[src/sv/cv3_pkg.sv]
package cv3_pkg;

  localparam int unsigned PIX_W      = 8;
  localparam int unsigned COEF_W     = 16;
  localparam int unsigned POS_W      = 12;
  localparam int unsigned CFG_W      = 48;
  localparam int unsigned DIM_W      = 13;
  localparam int unsigned PROD_W     = 25;
  localparam int unsigned PSUM_W     = 27;
  localparam int unsigned SUM_W      = 29;
  localparam int unsigned FIFO_DEPTH = 8;
  localparam int unsigned FIFO_AW    = 3;
  localparam int unsigned POS_LIMIT  = 4096;
  localparam int unsigned CFG_ADDR_W = 3;

  localparam logic [PIX_W-1:0] PIX_MAX = 8'd255;
  localparam logic [PIX_W-1:0] PIX_MIN = 8'd0;

  localparam logic [DIM_W-1:0] DIM_MIN    = 13'd3;
  localparam logic [DIM_W-1:0] HEIGHT_CAP = 13'd4096;

  // register indexes
  localparam logic [CFG_ADDR_W-1:0] REG_COEF_TOP    = 3'd0;
  localparam logic [CFG_ADDR_W-1:0] REG_COEF_MIDDLE = 3'd1;
  localparam logic [CFG_ADDR_W-1:0] REG_COEF_BOTTOM = 3'd2;
  localparam logic [CFG_ADDR_W-1:0] REG_WIDTH       = 3'd3;
  localparam logic [CFG_ADDR_W-1:0] REG_HEIGHT      = 3'd4;

  localparam logic [CFG_W-1:0] COEF_TOP_RESET    = 48'h0000_0000_0000;
  localparam logic [CFG_W-1:0] COEF_MIDDLE_RESET = 48'h0000_0100_0000;
  localparam logic [CFG_W-1:0] COEF_BOTTOM_RESET = 48'h0000_0000_0000;
  localparam logic [DIM_W-1:0] WIDTH_RESET       = 13'd640;
  localparam logic [DIM_W-1:0] HEIGHT_RESET      = 13'd480;

  typedef logic [PIX_W-1:0] pix_t;
  // one window column, index 0 is the top row
  typedef pix_t [2:0] pcol_t;
  typedef logic signed [COEF_W-1:0] coef_t;
  typedef coef_t [2:0] ccol_t;
  typedef logic signed [PSUM_W-1:0] psum_t;

  typedef struct packed {
    logic [POS_W-1:0] center_row;
    logic [POS_W-1:0] center_col;
    logic             end_of_frame;
  } tag_t;

  typedef struct packed {
    pix_t filtered;
    tag_t tag;
  } res_t;

endpackage

[src/sv/cv3_out_fifo.sv]
module cv3_out_fifo (
  input  logic                          clk_i,
  input  logic                          rst_ni,
  input  logic                          push_i,
  input  cv3_pkg::res_t                 push_data_i,
  output logic                          valid_o,
  input  logic                          ready_i,
  output cv3_pkg::res_t                 data_o,
  output logic [cv3_pkg::FIFO_AW:0]     count_o
);

  cv3_pkg::res_t                  mem_q [cv3_pkg::FIFO_DEPTH];
  logic [cv3_pkg::FIFO_AW-1:0]    wr_ptr_q, wr_ptr_d;
  logic [cv3_pkg::FIFO_AW-1:0]    rd_ptr_q, rd_ptr_d;
  logic [cv3_pkg::FIFO_AW:0]      count_q, count_d;
  logic                           pop;

  assign valid_o = (count_q != '0);
  assign pop     = valid_o && ready_i;
  assign data_o  = mem_q[rd_ptr_q];
  assign count_o = count_q;

  always_comb begin
    wr_ptr_d = push_i ? wr_ptr_q + 1'b1 : wr_ptr_q;
    rd_ptr_d = pop ? rd_ptr_q + 1'b1 : rd_ptr_q;
    count_d  = count_q;
    if (push_i && !pop) begin
      count_d = count_q + 1'b1;
    end else if (pop && !push_i) begin
      count_d = count_q - 1'b1;
    end
  end

  always_ff @(posedge clk_i or negedge rst_ni) begin
    if (!rst_ni) begin
      wr_ptr_q <= '0;
      rd_ptr_q <= '0;
      count_q  <= '0;
    end else begin
      wr_ptr_q <= wr_ptr_d;
      rd_ptr_q <= rd_ptr_d;
      count_q  <= count_d;
    end
  end

  always_ff @(posedge clk_i) begin
    if (push_i) begin
      mem_q[wr_ptr_q] <= push_data_i;
    end
  end

endmodule

[config.mk]
export PLATFORM = sky130hd
export DESIGN_NAME = cv3_out_fifo
export DESIGN_NICKNAME = d
export VERILOG_FILES = /design/src/sv/cv3_pkg.sv /design/src/sv/cv3_out_fifo.sv
export SDC_FILE = /design/constraint.sdc
export NUM_CORES = 1
export LEC_CHECK = 0
export BUFFER_PORTS_ARGS = -buffer_cell sky130_fd_sc_hd__buf_4
export CORE_UTILIZATION = 60
export DETAILED_ROUTE_END_ITERATION = 12
export GPL_TIMING_DRIVEN = 0
export PLACE_DENSITY = 0.79
export SETUP_SLACK_MARGIN = 0.02
export SLEW_MARGIN = 5
export SYNTH_ARGS = -nofsm -noshare
export SYNTH_HDL_FRONTEND = slang
export SYNTH_SLANG_ARGS = --single-unit
[constraint.sdc]
create_clock -name clk_i -period 4.1 [get_ports clk_i]
set_clock_uncertainty 0.15 [all_clocks]
set_input_delay 0.205 -clock clk_i [delete_from_list [all_inputs] [get_ports clk_i]]
set_output_delay 0.205 -clock clk_i [all_outputs]
set_load 0.01 [all_outputs]
==> flow_summary.toml, run 1 <==
[place]
place.gp.congestion = 0.703
portBuffers = 74
placed_cell_area_mm2 = 0.0117
preCtsSetupSlack_ps = 1090
dp_hpwl_mm = 12.1

[critical_path]
worstPathArrival_ps = 2710
worstSetupStartpointType = "register"
crit_fanout = 10
cp.required_ps = 3740
worstSetupEndpointType = "output port"
crit_type = "reg -> out"

[yosys]
ys_seq_area_share_pct = 77.0
synth_edf_count = 264
ys_types = 29
synth.top_cell.area_share_pct = 74.6
syn_inst = 441
yosys.area.top_type = "edfxtp_1"
synth.ff_latch_count = 274
netlist_area_mm2 = 0.0106
synth.top_cells.by_area = "edfxtp_1 (75%), mux4_2 (14%), mux2_4 (3.3%)"
async_flop_share_pct = 3.65
ys.flop_type = "edfxtp_1"
yosysWarnings = 0
syn_nets = 484
avgSynthCellArea_um2 = 24.1

[clock_tree]
htreeDepth = 1
path_clk_slew_ps = 60
post_cts_resized = 0
cts_tree = "built"
cts_hold_buf = 37
post_cts_buffers = 0
cts_buffers = 28
cts_root_buf = "clkbuf_16"
clk_latency_ps = 530
cts_max_path_buffers = 3
clock_sinks = 274

[final_layout]
antennaDiodeCount = 0
layout.area.seq_mm2 = 0.00818
fin_util_pct = 75.1
nFillCells = 938
multi_input_area_mm2 = 0.00234
syn_to_final_growth_pct = 22.2
finalNetCount = 639
fin_area_mm2 = 0.0130
drive_gt1_share_pct = 40.2

[sta]
setup_viol = 0
hold_viol_final = 0
rsz0062_at_grt = "no"
max_slew_margin_pct = 37.8
fin_setup_tns_ps = 0
finalMaxSlewViolations = 0
fin_ws_ps = 1040
period_share_pct = 74.7
min_period_ps = 3060
fmax_ghz = 0.327
tightest_slew_ps = 933

[global_route]
grt_start_max_net_pins = 21
grtUsageTotal_pct = 24.2
grt_pass1_vias = 5517
grt.overflow.total = 0
antenna_found_initial = 0
grt_pass1_wl_mm = 31.5

[pwr]
irDropWorstVdd_mv = 0.448
switching_power_mw = 2.65
p_comb_share_pct = 34.5
swShare_pct = 28.3
pwr-share-clk_pct = 26.3
p_int_mw = 6.73
seqPwrFrac_pct = 39.2
power.total_mw = 9.38
power.density_mw_per_mm2 = 723
leakagePower_nw = 4.42

[worst_hold_path]
hold_path.class = "in -> reg"

[die]
die_y_um = 135
row_count = 48
core_mm2 = 0.0173
start_util_pct = 61.4
dieArea_mm2 = 0.0182
ios = 75
die_w_um = 135

[run_status]
status = "completed"

[drt]
drt_iter0_drc = 344
via_count = 5041
drt_wl_total_mm = 20.7
route.detailed.wl_per_inst_um = 24.6
antenna_left = 0
dr.pass1.iters = 4
drc = 0
viasPerCell = 6.00

[job]
maxCapViolations = 0
-- flip-flops by register name (all words and copies together) (netlist names) --
register and cells:
count_o 4, mem_q 264, rd_ptr_q 3, wr_ptr_q 3
-- metrics by stage --
step	hold slack, ps	cells
final	294	840
after floorplan	-241	441
after detailed placement	-102	754
after CTS	281	840
after global placement	-110	740
after global routing	291	840
-- cells in the mapped netlist, types with 3 or more instances --
cell      instances
dfrtp_1          10
nor3_1            3
nand3_1           3
nor2_1            6
ha_1              5
xnor2_1           5
clkbuf_1          4
nand2b_1          3
mux4_2           66
buf_12            4
mux2_4           23
nand2_1           6
mux2_2           12
edfxtp_1        264
buf_1             5
buf_2             6
-- power groups by stage --
stage               combinational [mW]  clock, mW  sequential, mW
floorplan                         2.07          0            3.70
global placement                  3.03          0            3.73
detailed placement                3.22          0            3.73
CTS                               3.29       2.50            3.68
global route                      3.45       2.60            3.71
finish                            3.24       2.47            3.68
-- layout make-up --
type,count,share of cell area (%)
clock inverter,14,1.11
buffer,20,1.20
timing repair buffer,125,8.69
inverter,1,0.0289
multi-input combinational,146,18.0
tap,225,2.17
sequential,274,63.0
clock buffer,35,5.76
-- kinds of logic (layout without fill, tap and decap cells) --
family                     Yosys count  in the layout  share of synthesized area, %
muxes                              103            103                          18.7
DFF                                274            274                          77.0
AOI/OAI and AO/OA                    6              6                         0.389
and+or+nand+nor                     25             25                          1.15
adders and majority gates            6              6                         0.777
buffers and inverters               21            195                          1.50
xor gates and xnor gates             6              6                         0.495
-- final timing paths --
check,start,to,slack (ps),depth (start not counted)
worst max-delay path,rd_ptr_q[1],data_o[19],1040,5
worst min-delay path,push_data_i[5],mem_q[0][5],290,2
worst max register to register,count_o[0],count_o[3],1050,8
worst min register to register,count_o[2],count_o[2],440,2
max in group asynchronous,rst_ni,count_o[2],2810,3
min in group asynchronous,rst_ni,wr_ptr_q[2],600,3
-- routing by layer --
metal	GRT usage, %	part of all wire (%)	vias up
met5	0	0	-
met4	8.86	2.4	0
met3	4.69	6.5	43
met2	40.5	51	207
met1	32.1	40	2611
li1	-	-	2180
-- cells in the final DEF, fill, tap and decap left out --
cell and count:
edfxtp_1 264, buf_4 80, mux4_2 66, dlygate4sd3_1 37, clkbuf_16 29, mux2_4 23, mux2_2 12, clkbuf_1 10
dfrtp_1 10, buf_12 8, buf_2 6, nand2_1 6, nor2_4 6, clkinv_2 6, buf_1 5, xnor2_1 5
ha_1 5, clkinv_1 4, buf_6 3, nand2b_1 3, nand3_1 3, bufinv_16 3, or4_1 2, nor3_2 2
a21oi_1 2, o211ai_1 2, buf_16 2, inv_1 1, o21ai_0 1, xor2_1 1, mux2_1 1, nand3b_1 1
or3_1 1, mux2i_1 1, a2111o_1 1, nor3_1 1, fa_1 1, inv_6 1
-- critical path: stages, from the launching register on --
cell	delay, ps
dfrtp_1	400
buf_2	280
buf_1	640
mux4_2	420
mux2_4	280
buf_4	150
(Power assumes the default switching activity.)
==> run 2: changes to the inputs <==
--- a/config.mk
+++ b/config.mk
@@ -5,6 +5,7 @@
 export SDC_FILE = /design/constraint.sdc
 export NUM_CORES = 1
 export LEC_CHECK = 0
+export ABC_AREA = 1
 export BUFFER_PORTS_ARGS = -buffer_cell sky130_fd_sc_hd__buf_4
 export CORE_UTILIZATION = 60
 export DETAILED_ROUTE_END_ITERATION = 12
==> constraint.sdc (replaced) <==
create_clock -name clk_i -period 2.9 [get_ports clk_i]
set_clock_uncertainty 0.15 [all_clocks]
set_input_delay 0.145 -clock clk_i [delete_from_list [all_inputs] [get_ports clk_i]]
set_output_delay 0.145 -clock clk_i [all_outputs]
set_load 0.01 [all_outputs]
==> flow_summary.toml, run 2 <==
[final_layout]
syn_to_final_growth_pct = 20.2
nFillCells = 1270
layout.area.seq_mm2 = 0.00818
final_cell_mix = "nand2_1 (453), nor2_1 (268), edfxtp_1 (264)"
finalNetCount = 1406
final_common_cell = "nand2_1"
fin_util_pct = 73.5
antennaDiodeCount = 0
largest_reg_flops = 264
regMostFlops = "mem_q"
drive_gt1_share_pct = 12.6
fin_area_mm2 = 0.0143
multi_input_area_mm2 = 0.00297

[pwr]
power.total_mw = 14.0
power.density_mw_per_mm2 = 981
leakagePower_nw = 6.28
irDropWorstVdd_mv = 0.988

[sta]
min_period_ps = 2550
fmax_ghz = 0.392
rsz0062_at_grt = "no"
period_share_pct = 88.0
hold_viol_final = 0
fin_setup_tns_ps = 0
max_slew_margin_pct = 52.9
tightest_slew_ps = 707
setup_viol = 0
fin_ws_ps = 349
finalMaxSlewViolations = 0

[drt]
drc = 0
route.detailed.wl_per_inst_um = 16.3
antenna_left = 0
dr.pass1.iters = 5
via_count = 8387
viasPerCell = 5.08
drt_iter0_drc = 828
drt_wl_total_mm = 26.9

[yosys]
synth_xor_area_share_pct = 0.369
synth_edf_count = 264
ys_seq_area_share_pct = 69.0
async_flop_share_pct = 3.65
yosys.area_share.simple_pct = 23.3
synth.top_cells.by_area = "edfxtp_1 (67%), nand2_1 (14%), nor2_1 (8.7%)"
synth.ff_latch_count = 274
synth_adder_area_share_pct = 0.697
yosys.area.top_type = "edfxtp_1"
syn_inst = 1214
syn_nets = 1257
synth_top_family_by_area = "simple AND/OR/NAND/NOR gates"
synth_common_cells = "nand2_1 (453), nor2_1 (276), edfxtp_1 (264)"
yosysWarnings = 0
avgSynthCellArea_um2 = 9.76
synth.most_common_cell = "nand2_1"
netlist_area_mm2 = 0.0119
synth-compound-area-share_pct = 0.127
ys.flop_type = "edfxtp_1"
synth.top_cell.area_share_pct = 66.9
ys_types = 18
synthMuxAreaShare_pct = 0

[critical_path]
cp_common_cell = "nand2_1"
worstPathArrival_ps = 2260
worstSetupStartpointType = "register"
path_cells = "inv_2 > clkbuf_1 > nor2_1 > nand2_1 > nand2_1 > nand2_1 > nand2_1 > buf_4"
crit_fanout = 10
cp.required_ps = 2610
worstSetupEndpointType = "output port"
critPathTopFamily = "buffers and inverters"
crit_type = "reg -> out"
critPathSlowestCell = "clkbuf_1"
critical_path_buf_inv_count = 3
slowest_delay_ps = 520
r2r_cells = 11
worstSetupPathDepth = 8

[run_status]
status = "completed"

[clock_tree]
post_cts_resized = 0
clk_latency_ps = 520
cts_hold_buf = 37
post_cts_buffers = 0
clock_sinks = 274
path_clk_slew_ps = 60
cts_root_buf = "clkbuf_16"
cts_tree = "built"
cts_max_path_buffers = 3
cts_buffers = 28
htreeDepth = 1

[global_route]
grt_pass1_vias = 8094
antenna_found_initial = 0
grt_pass1_wl_mm = 41.1
grtUsageTotal_pct = 27.2
grt.overflow.total = 0
grt_start_max_net_pins = 26

[job]
maxCapViolations = 0

[die]
row_count = 51
die_y_um = 143
core_mm2 = 0.0194
die_w_um = 143
start_util_pct = 61.1
dieArea_mm2 = 0.0203
ios = 75

[place]
dp_hpwl_mm = 16.5
preCtsSetupSlack_ps = 594
placed_cell_area_mm2 = 0.0130
portBuffers = 74
place.gp.congestion = 0.806

[worst_hold_path]
hold_path.class = "in -> reg"
hold-path-cell-count = 2
run 2: cell type report:
class / instances / area share [%]
sequential: 274 / 57.4
multi-input combinational: 748 / 20.8
timing repair buffer: 119 / 7.88
clock buffer: 34 / 5.22
inverter: 142 / 3.74
tap: 265 / 2.33
buffer: 50 / 1.66
clock inverter: 18 / 0.983
run 2: power breakdown:
group	switching, mW	leakage, nW	internal [mW]	total (mW)
registers	0.157	2.52	4.81	4.97
logic	3.59	3.32	1.95	5.54
clock network	1.46	0.439	2.00	3.46
total	5.21	6.28	8.77	14.0
run 2: final timing paths:
kind                                 from          end  slack [ps]
max                           rd_ptr_q[1]    data_o[0]         350
min                        push_data_i[4]  mem_q[5][4]         230
max reg2reg                    count_o[0]   count_o[3]         590
min reg2reg                   wr_ptr_q[0]  wr_ptr_q[0]         390
max in group asynchronous          rst_ni  wr_ptr_q[2]        1680
min in group asynchronous          rst_ni  rd_ptr_q[1]         550
run 2: per-layer routing:
metal  routed length (um)  vias up  track usage, %
li1                     -     4069               -
met1                10200     3844            33.3
met2                13800      409            48.3
met3                 2150       65            4.27
met4                  806        0            10.5
met5                    0        -               0
run 2: cells by family (layout without fill, tap and decap cells):
kind of cell | count (synthesis) | after routing
AO/OA/AOI/OAI | 3 | 3
flip-flops | 274 | 274
adder cells (fa/ha/maj) | 6 | 6
AND/OR/NAND/NOR | 734 | 734
XOR/XNOR | 5 | 5
buffers and inverters | 192 | 363
run 2: through the flow:
stage / hold slack, ps / cells
after detailed placement: -163 / 1561
after global placement: -164 / 1553
after global routing: 230 / 1650
final: 233 / 1650
after CTS: 229 / 1650
after floorplan: -301 / 1214
