## src/sv/cv3_pkg.sv

```systemverilog
package cv3_pkg;

  localparam int unsigned PIX_W      = 8;
  localparam int unsigned COEF_W     = 16;
  localparam int unsigned POS_W      = 12;
  localparam int unsigned CFG_W      = 48;
  localparam int unsigned DIM_W      = 13;
  localparam int unsigned PROD_W     = 25;
  localparam int unsigned PSUM_W     = 27;
  localparam int unsigned SUM_W      = 29;
  localparam int unsigned FIFO_DEPTH = 8;
  localparam int unsigned FIFO_AW    = 3;
  localparam int unsigned POS_LIMIT  = 4096;
  localparam int unsigned CFG_ADDR_W = 3;

  localparam logic [PIX_W-1:0] PIX_MAX = 8'd255;
  localparam logic [PIX_W-1:0] PIX_MIN = 8'd0;

  localparam logic [DIM_W-1:0] DIM_MIN    = 13'd3;
  localparam logic [DIM_W-1:0] HEIGHT_CAP = 13'd4096;

  // register indexes
  localparam logic [CFG_ADDR_W-1:0] REG_COEF_TOP    = 3'd0;
  localparam logic [CFG_ADDR_W-1:0] REG_COEF_MIDDLE = 3'd1;
  localparam logic [CFG_ADDR_W-1:0] REG_COEF_BOTTOM = 3'd2;
  localparam logic [CFG_ADDR_W-1:0] REG_WIDTH       = 3'd3;
  localparam logic [CFG_ADDR_W-1:0] REG_HEIGHT      = 3'd4;

  localparam logic [CFG_W-1:0] COEF_TOP_RESET    = 48'h0000_0000_0000;
  localparam logic [CFG_W-1:0] COEF_MIDDLE_RESET = 48'h0000_0100_0000;
  localparam logic [CFG_W-1:0] COEF_BOTTOM_RESET = 48'h0000_0000_0000;
  localparam logic [DIM_W-1:0] WIDTH_RESET       = 13'd640;
  localparam logic [DIM_W-1:0] HEIGHT_RESET      = 13'd480;

  typedef logic [PIX_W-1:0] pix_t;
  // one window column, index 0 is the top row
  typedef pix_t [2:0] pcol_t;
  typedef logic signed [COEF_W-1:0] coef_t;
  typedef coef_t [2:0] ccol_t;
  typedef logic signed [PSUM_W-1:0] psum_t;

  typedef struct packed {
    logic [POS_W-1:0] center_row;
    logic [POS_W-1:0] center_col;
    logic             end_of_frame;
  } tag_t;

  typedef struct packed {
    pix_t filtered;
    tag_t tag;
  } res_t;

endpackage

```

## src/sv/cv3_cell.sv

```systemverilog
module cv3_cell (
  input  logic            clk_i,
  input  logic            rst_ni,
  input  logic            shift_i,
  input  cv3_pkg::pcol_t  pix_i,
  input  cv3_pkg::ccol_t  coef_i,
  input  logic            calc_i,
  output cv3_pkg::pcol_t  pix_o,
  output cv3_pkg::psum_t  psum_o
);

  cv3_pkg::pcol_t pix_q;
  cv3_pkg::psum_t psum_q;
  cv3_pkg::psum_t psum_d;
  logic signed [cv3_pkg::PROD_W-1:0] prod [3];

  // pixel is unsigned, so it gets a zero sign bit before the signed multiply
  always_comb begin
    for (int k = 0; k < 3; k++) begin
      prod[k] = $signed({1'b0, pix_q[k]}) * $signed(coef_i[k]);
    end
    psum_d = cv3_pkg::PSUM_W'(prod[0]) + cv3_pkg::PSUM_W'(prod[1])
           + cv3_pkg::PSUM_W'(prod[2]);
  end

  always_ff @(posedge clk_i or negedge rst_ni) begin
    if (!rst_ni) begin
      pix_q <= '0;
    end else if (shift_i) begin
      pix_q <= pix_i;
    end
  end

  always_ff @(posedge clk_i) begin
    if (calc_i) begin
      psum_q <= psum_d;
    end
  end

  assign pix_o  = pix_q;
  assign psum_o = psum_q;

endmodule

```

## config.mk

```make
export PLATFORM = sky130hd
export DESIGN_NAME = cv3_cell
export DESIGN_NICKNAME = d
export VERILOG_FILES = /design/src/sv/cv3_pkg.sv /design/src/sv/cv3_cell.sv
export SDC_FILE = /design/constraint.sdc
export NUM_CORES = 1
export LEC_CHECK = 0
export ABC_AREA = 1
export BUFFER_PORTS_ARGS = -buffer_cell sky130_fd_sc_hd__buf_2
export CAP_MARGIN = 0
export CELL_PAD_IN_SITES_DETAIL_PLACEMENT = 1
export CELL_PAD_IN_SITES_GLOBAL_PLACEMENT = 1
export CORE_MARGIN = 5
export CORE_UTILIZATION = 45
export CTS_CLUSTER_SIZE = 16
export DETAILED_ROUTE_END_ITERATION = 16
export GPL_TIMING_DRIVEN = 0
export PLACE_DENSITY = 0.86
export SLEW_MARGIN = 20
export SYNTH_ARGS = -nofsm -noshare
export SYNTH_HDL_FRONTEND = slang
export SYNTH_SLANG_ARGS = --single-unit
```

## constraint.sdc

```tcl
create_clock -name clk_i -period 17.8 [get_ports clk_i]
set_input_delay 4.45 -clock clk_i [delete_from_list [all_inputs] [get_ports clk_i]]
set_output_delay 4.45 -clock clk_i [all_outputs]
set_load 0.005 [all_outputs]
```

==> results.cfg, run 1 <==
[die]
pin_count = 127
die_h_microns = 206
coreArea_sq_um = 37800
row_count = 71
fp.dieArea_sq_um = 42300
die_x_microns = 206
start_util_pct = 45.6

[worst_hold_path]
hold-path-endpoint = pix_o[17]$_DFFE_PN0P_
worstHoldStart = pix_o[17]$_DFFE_PN0P_
hold_depth = 2
worstHoldPathType = flop to flop

[detailed_routing]
wire_per_inst_microns = 19.4
dr.pass1.iters = 5
postRouteAntennaNets = 0
routed_via_density = 4.97
post-route-drc-count = 0
drt_iter0_markers = 631
via_count = 13500
route.final.wire_length_microns = 52500

[sta]
min_period_over_period_pct = 59.4
fin_skew_ns = 0.0233
max_slew_margin_pct = 52.2
period_needed_ns = 10.57
setup_viol = 0
slew_violations = 0
tightest_slew_ns = 0.717
fmax_mhz = 94.6
finalSetupTns_ns = 0
rsz0062_at_grt = false
hold_viol_final = 0

[placement]
hpwl_microns = 46900
numPortBuffers = 77
gp_congestion = 0.917

[clock_network]
clkTransAtPathRegs_ns = 0.08
cts_buffers = 5
insertion_delay_ns = 0.34
cts_sinks = 51
clk_path_buf_depth = 2
cts_tree = done
holdBufCountCts = 0
post-cts-setup-buffer-count = 0
htreeDepth = 2
cts-resized-gates = 0
cts-root-buf = clkbuf_16

[final_layout]
utilization_pct = 48.8
drive_above_1_share_pct = 6.27
area_growth_pct = 6.96
fin_nets = 2799

[setup_path]
r2r-start = pix_o[20]$_DFFE_PN0P_
r2r_end = psum_o[25]$_DFFE_PP_
critical_path_required_ns = 17.89
arrival_ns = 10.66
worstSetupStartpointType = input port
cp_max_fo = 8
rr_worst_depth = 20
end_kind = flop
crit_type = input port to flop
reg2reg_slack_ns = 10.53

[yosys]
ys_ff_latch = 51
ys_seq_area_share_pct = 8.20
syn_nets = 2715
synth-main-ff-cell = edfxtp_1
synth_largest_area_cell = fa_1
synth-edff-count = 27
yosys-top-cells-area = fa_1 47%, inv_1 16%, nand2_1 12%, ha_1 8.9%, edfxtp_1 4.7%
yosysWarnings = 0
async_flop_share_pct = 47.1
netlist.area_leader.share_pct = 46.6
synth_cell_types = 27
syn_inst = 2116
syn_avg_cell_area_sq_um = 8.13
netlist_area_sq_um = 17200

[grt]
grt_overflow = 0
first_global_vias = 16300
grt_antenna_before_repair = 1
grt_max_degree = 28
grt_pass1_wl_microns = 84300
grtUsageTotal_pct = 26.4

[flow_run]
maxCapViolCount = 0

[run_status]
status = completed
[placed cells by master, fill, tap and decap left out]
cell type   count
xnor2_1         6
xor2_1         11
nand3_1        24
inv_1         752
dfrtp_1        24
buf_2          79
o21bai_1        3
nand4_1        10
inv_2           1
nand3_2         2
clkbuf_16       5
and2_2          2
ha_1          122
fa_1          401
clkinvlp_4      1
nand2_1       548
clkbuf_1       97
nand3b_1        1
nor2_1         16
bufinv_16       1
nor2_2         10
nor2_4          1
diode_2         1
a21oi_1        19
nor3_1          1
mux2_2         24
edfxtp_1       27
a21oi_2         2
nand4_2         1
nand2_2         8
inv_6           1
and2_1          1
[how the worst max path moves through the flow]
| stage | startpoint | endpoint | slack [ns] | depth (start not counted) |
|---|---|---|---|---|
| 2_1_floorplan | coef_i[47] | psum_o[25]$_DFFE_PP_ | 7.86 | 23 |
| 3_3_place_gp | coef_i[47] | psum_o[25]$_DFFE_PP_ | 7.18 | 23 |
| 3_5_place_dp | coef_i[47] | psum_o[25]$_DFFE_PP_ | 6.95 | 23 |
| 4_1_cts | coef_i[47] | psum_o[25]$_DFFE_PP_ | 7.30 | 23 |
| 5_1_grt | coef_i[47] | psum_o[25]$_DFFE_PP_ | 6.92 | 23 |
| 6_report | coef_i[47] | psum_o[25]$_DFFE_PP_ | 7.23 | 23 |
[cells by family (layout without fill, tap and decap cells)]
group | after synthesis | after routing | synth area share (%)
buf+inv | 852 | 937 | 18.6
xor+xnor | 17 | 17 | 0.865
mux | 24 | 24 | 1.57
flops | 51 | 51 | 8.20
simple gates | 625 | 625 | 14.5
fa+ha+maj | 523 | 523 | 55.5
compound gates | 24 | 24 | 0.785
other cells | 0 | 1 | 0
[sequential cells by signal, summed over array words and instances, names as in the netlist]
signal / flops
pix_o: 24
psum_o: 27
[critical path, cell delays in order]
cell	delay [ns]
clkbuf_1	0.36
nand2_1	0.17
inv_1	0.18
fa_1	0.57
fa_1	0.56
inv_1	0.10
fa_1	0.61
inv_1	0.09
fa_1	0.51
inv_1	0.06
fa_1	0.53
inv_1	0.05
fa_1	0.49
inv_1	0.05
fa_1	0.53
inv_1	0.06
ha_1	0.38
inv_1	0.08
nor3_1	0.28
and2_2	0.21
nand3b_1	0.14
nand4_1	0.11
nand2_1	0.08
[metal layers]
layer | wire length [microns] | share of wire, % | global-route usage, % | vias to the layer above
li1 | - | - | - | 5934
met4 | 3900 | 7.4 | 16.5 | 0
met3 | 2240 | 4.3 | 2.85 | 187
met2 | 27700 | 53 | 48.2 | 446
met5 | 0 | 0 | 0 | -
met1 | 18700 | 36 | 29.3 | 6929
[metrics by stage]
step | std cells | hold WS (ns) | area [sq um] | setup WS (ns)
CTS | 2712 | 1.01 | 18400 | 7.30
finish | 2713 | 1.01 | 18400 | 7.23
floorplan | 2116 | 0.767 | 17200 | 7.86
global placement | 2704 | 0.922 | 18200 | 7.18
global route | 2712 | 1.05 | 18400 | 6.92
detailed placement | 2704 | 0.998 | 18200 | 6.95
[cells in the mapped netlist (all sizes together), types with 3 or more instances]
library cell and instances:
inv 753, nand2 556, fa 401, ha 122, clkbuf 97, edfxtp 27, nor2 27, nand3 26
dfrtp 24, mux2 24, a21oi 21, nand4 11, xor2 11, xnor2 6, and2 3, o21bai 3
[final cells by class]
| cell class | instances | area [sq um] |
|---|---|---|
| clock inverters | 3 | 46.3 |
| inverters | 753 | 2830 |
| clock buffers | 5 | 125 |
| well taps | 511 | 639 |
| multi-input cells | 1213 | 12600 |
| repair buffers | 77 | 385 |
| plain buffers | 99 | 374 |
| fillers | 4679 | 19300 |
| flip-flops and latches | 51 | 1410 |
| diodes | 1 | 2.50 |
Power of run 1 is left out: the tool's default activity adds up to more than one toggle a clock period on the data nets, which glitch-free logic cannot reach.
==> run 2: changes to the inputs <==
--- a/config.mk
+++ b/config.mk
@@ -5,7 +5,7 @@
 export SDC_FILE = /design/constraint.sdc
 export NUM_CORES = 1
 export LEC_CHECK = 0
-export ABC_AREA = 1
+export ABC_AREA = 0
 export BUFFER_PORTS_ARGS = -buffer_cell sky130_fd_sc_hd__buf_2
 export CAP_MARGIN = 0
 export CELL_PAD_IN_SITES_DETAIL_PLACEMENT = 1
@@ -15,7 +15,7 @@
 export CTS_CLUSTER_SIZE = 16
 export DETAILED_ROUTE_END_ITERATION = 16
 export GPL_TIMING_DRIVEN = 0
-export PLACE_DENSITY = 0.86
+export PLACE_DENSITY = 0.87
 export SLEW_MARGIN = 20
 export SYNTH_ARGS = -nofsm -noshare
 export SYNTH_HDL_FRONTEND = slang
==> constraint.sdc (replaced) <==
create_clock -name clk_i -period 9.1 [get_ports clk_i]
set_input_delay 2.275 -clock clk_i [delete_from_list [all_inputs] [get_ports clk_i]]
set_output_delay 2.275 -clock clk_i [all_outputs]
set_load 0.005 [all_outputs]
==> results.cfg, run 2 <==
[run_status]
status = completed

[yosys]
synth_commonest_cells = 505 x inv_1, 401 x fa_1, 223 x nand2_1
ys_seq_area_share_pct = 8.76
synth.most_common_cell = inv_1
yosysWarnings = 0
synth_largest_area_cell = fa_1
synth-xor-area-share_pct = 1.69
synth.area.mux_share_pct = 1.68
netlist_area_sq_um = 16100
synth_top_family_by_area = adder cells
syn_nets = 2264
async_flop_share_pct = 47.1
synth_adder_area_share_pct = 59.3
netlist.area_leader.share_pct = 49.8
synth-main-ff-cell = edfxtp_1
synth_cell_types = 41
ys_ff_latch = 51
yosys.area_share.simple_pct = 13.0
synth-compound-area-share_pct = 2.82
syn_inst = 1665
syn_avg_cell_area_sq_um = 9.67
yosys-top-cells-area = fa_1 50%, inv_1 12%, ha_1 9.5%, and2_1 6.6%, nand2_1 5.2%
synth-edff-count = 27

[clock_network]
cts_tree = done
cts_sinks = 51
insertion_delay_ns = 0.33
clkTransAtPathRegs_ns = 0.08
clk_path_buf_depth = 2
holdBufCountCts = 0
htreeDepth = 2
cts-resized-gates = 0
post-cts-setup-buffer-count = 0
cts_buffers = 5
cts-root-buf = clkbuf_16

[setup_path]
cp_max_fo = 8
worstSetupStartpointType = input port
arrival_ns = 8.65
crit_type = input port to flop
end_kind = flop
critical_path_required_ns = 9.17

[final_layout]
regArea_sq_um = 1410
area_growth_pct = 8.38
drive_above_1_share_pct = 9.41
layout_common_cells = 505 x inv_1, 401 x fa_1, 223 x nand2_1, 171 x and2_1, 125 x buf_2
fin_nets = 2394
largest_reg_flops = 27
final_common_cell = inv_1
fillers = 4096
multiInputGateArea_sq_um = 12600

[die]
start_util_pct = 45.4
die_x_microns = 199
die_h_microns = 199
pin_count = 127
row_count = 69
coreArea_sq_um = 35500
fp.dieArea_sq_um = 39700

[detailed_routing]
dr.pass1.iters = 5
post-route-drc-count = 0
via_count = 12000
postRouteAntennaNets = 0
routed_via_density = 5.32
wire_per_inst_microns = 21.8
drt_iter0_markers = 686
route.final.wire_length_microns = 49200

[sta]
setup_viol = 0
period_needed_ns = 8.58
setup_slack_ns = 0.524
slew_violations = 0
rsz0062_at_grt = false
tightest_slew_ns = 0.923
hold_viol_final = 0
min_period_over_period_pct = 94.2
fmax_mhz = 117
max_slew_margin_pct = 38.4
finalSetupTns_ns = 0
fin_skew_ns = 0.0116

[flow_run]
maxCapViolCount = 0

[placement]
pre_cts_slack_ns = 0.243
gp_congestion = 0.877
numPortBuffers = 123
hpwl_microns = 43400

[grt]
grt_max_degree = 28
grt_pass1_wl_microns = 77200
grtUsageTotal_pct = 25.8
grt_antenna_before_repair = 6
first_global_vias = 14800
grt_overflow = 0

[worst_hold_path]
worstHoldPathType = flop to flop
==> run 2: cell count changes after synthesis, moves of 16 or more <==
cell,change
xnor2_1,+16
and2_1,+170
nand2_1,-325
nand3_1,-20
inv_1,-247
clkbuf_1,-58
==> run 2: worst paths after layout <==
check / from / endpoint / slack [ns] / depth (start not counted)
max reg2reg: pix_o[12]$_DFFE_PN0P_ / psum_o[25]$_DFFE_PP_ / 1.51 / 21
max in group asynchronous: rst_ni / pix_o[22]$_DFFE_PN0P_ / 6.73 / 1
min in group asynchronous: rst_ni / pix_o[3]$_DFFE_PN0P_ / 1.96 / 1
min: pix_o[22]$_DFFE_PN0P_ / pix_o[22]$_DFFE_PN0P_ / 0.80 / 1
min reg2reg: pix_o[22]$_DFFE_PN0P_ / pix_o[22]$_DFFE_PN0P_ / 0.80 / 1
max: coef_i[47] / psum_o[25]$_DFFE_PP_ / 0.52 / 22
==> run 2: routing by layer <==
layer  part of all wire (%)  track usage [%]
met1                     33             27.6
met2                     56             48.8
met3                    4.9             2.77
met4                    6.6             14.9
met5                  0.026                0
==> run 2: area by class of cell <==
cell class / count / area share [%]
inverters: 505 / 10.9
flip-flops and latches: 51 / 8.09
clock buffers: 6 / 0.738
multi-input cells: 1068 / 72.4
well taps: 461 / 3.30
diodes: 4 / 0.0574
clock inverters: 2 / 0.100
plain buffers: 41 / 0.896
repair buffers: 123 / 3.53
==> run 2: cells by family after synthesis <==
family	after synthesis
XOR/XNOR	31
multiplexers	24
AND/OR/NAND/NOR	429
buffers and inverters	546
AO/OA/AOI/OAI	61
adder cells (fa/ha/maj)	523
flip-flops	51
==> run 2: worst max-delay path, stage by stage <==
cell,delay (ns)
clkbuf_1,0.36
nand2_1,0.18
inv_1,0.19
fa_1,0.46
fa_1,0.52
inv_1,0.05
fa_1,0.46
fa_1,0.52
inv_1,0.06
fa_1,0.49
fa_1,0.49
inv_1,0.05
fa_1,0.50
inv_1,0.05
ha_1,0.35
a21oi_1,0.25
a21boi_0,0.15
a311oi_2,0.36
o21ai_2,0.16
a311oi_2,0.40
o21ai_1,0.14
xor2_1,0.17
==> run 2: stage by stage <==
step / instances / utilization [%] / cell area (sq um) / hold WS (ns)
2_1_floorplan: 1665 / - / 16100 / 0.603
3_3_place_gp: 2249 / 48.7 / 17300 / 0.700
3_5_place_dp: 2249 / 48.7 / 17300 / 0.772
4_1_cts: 2257 / 49.2 / 17400 / 0.798
5_1_grt: 2260 / 49.2 / 17500 / 0.831
6_report: 2261 / 49.2 / 17500 / 0.799
Power of run 2 is left out for the same reason.
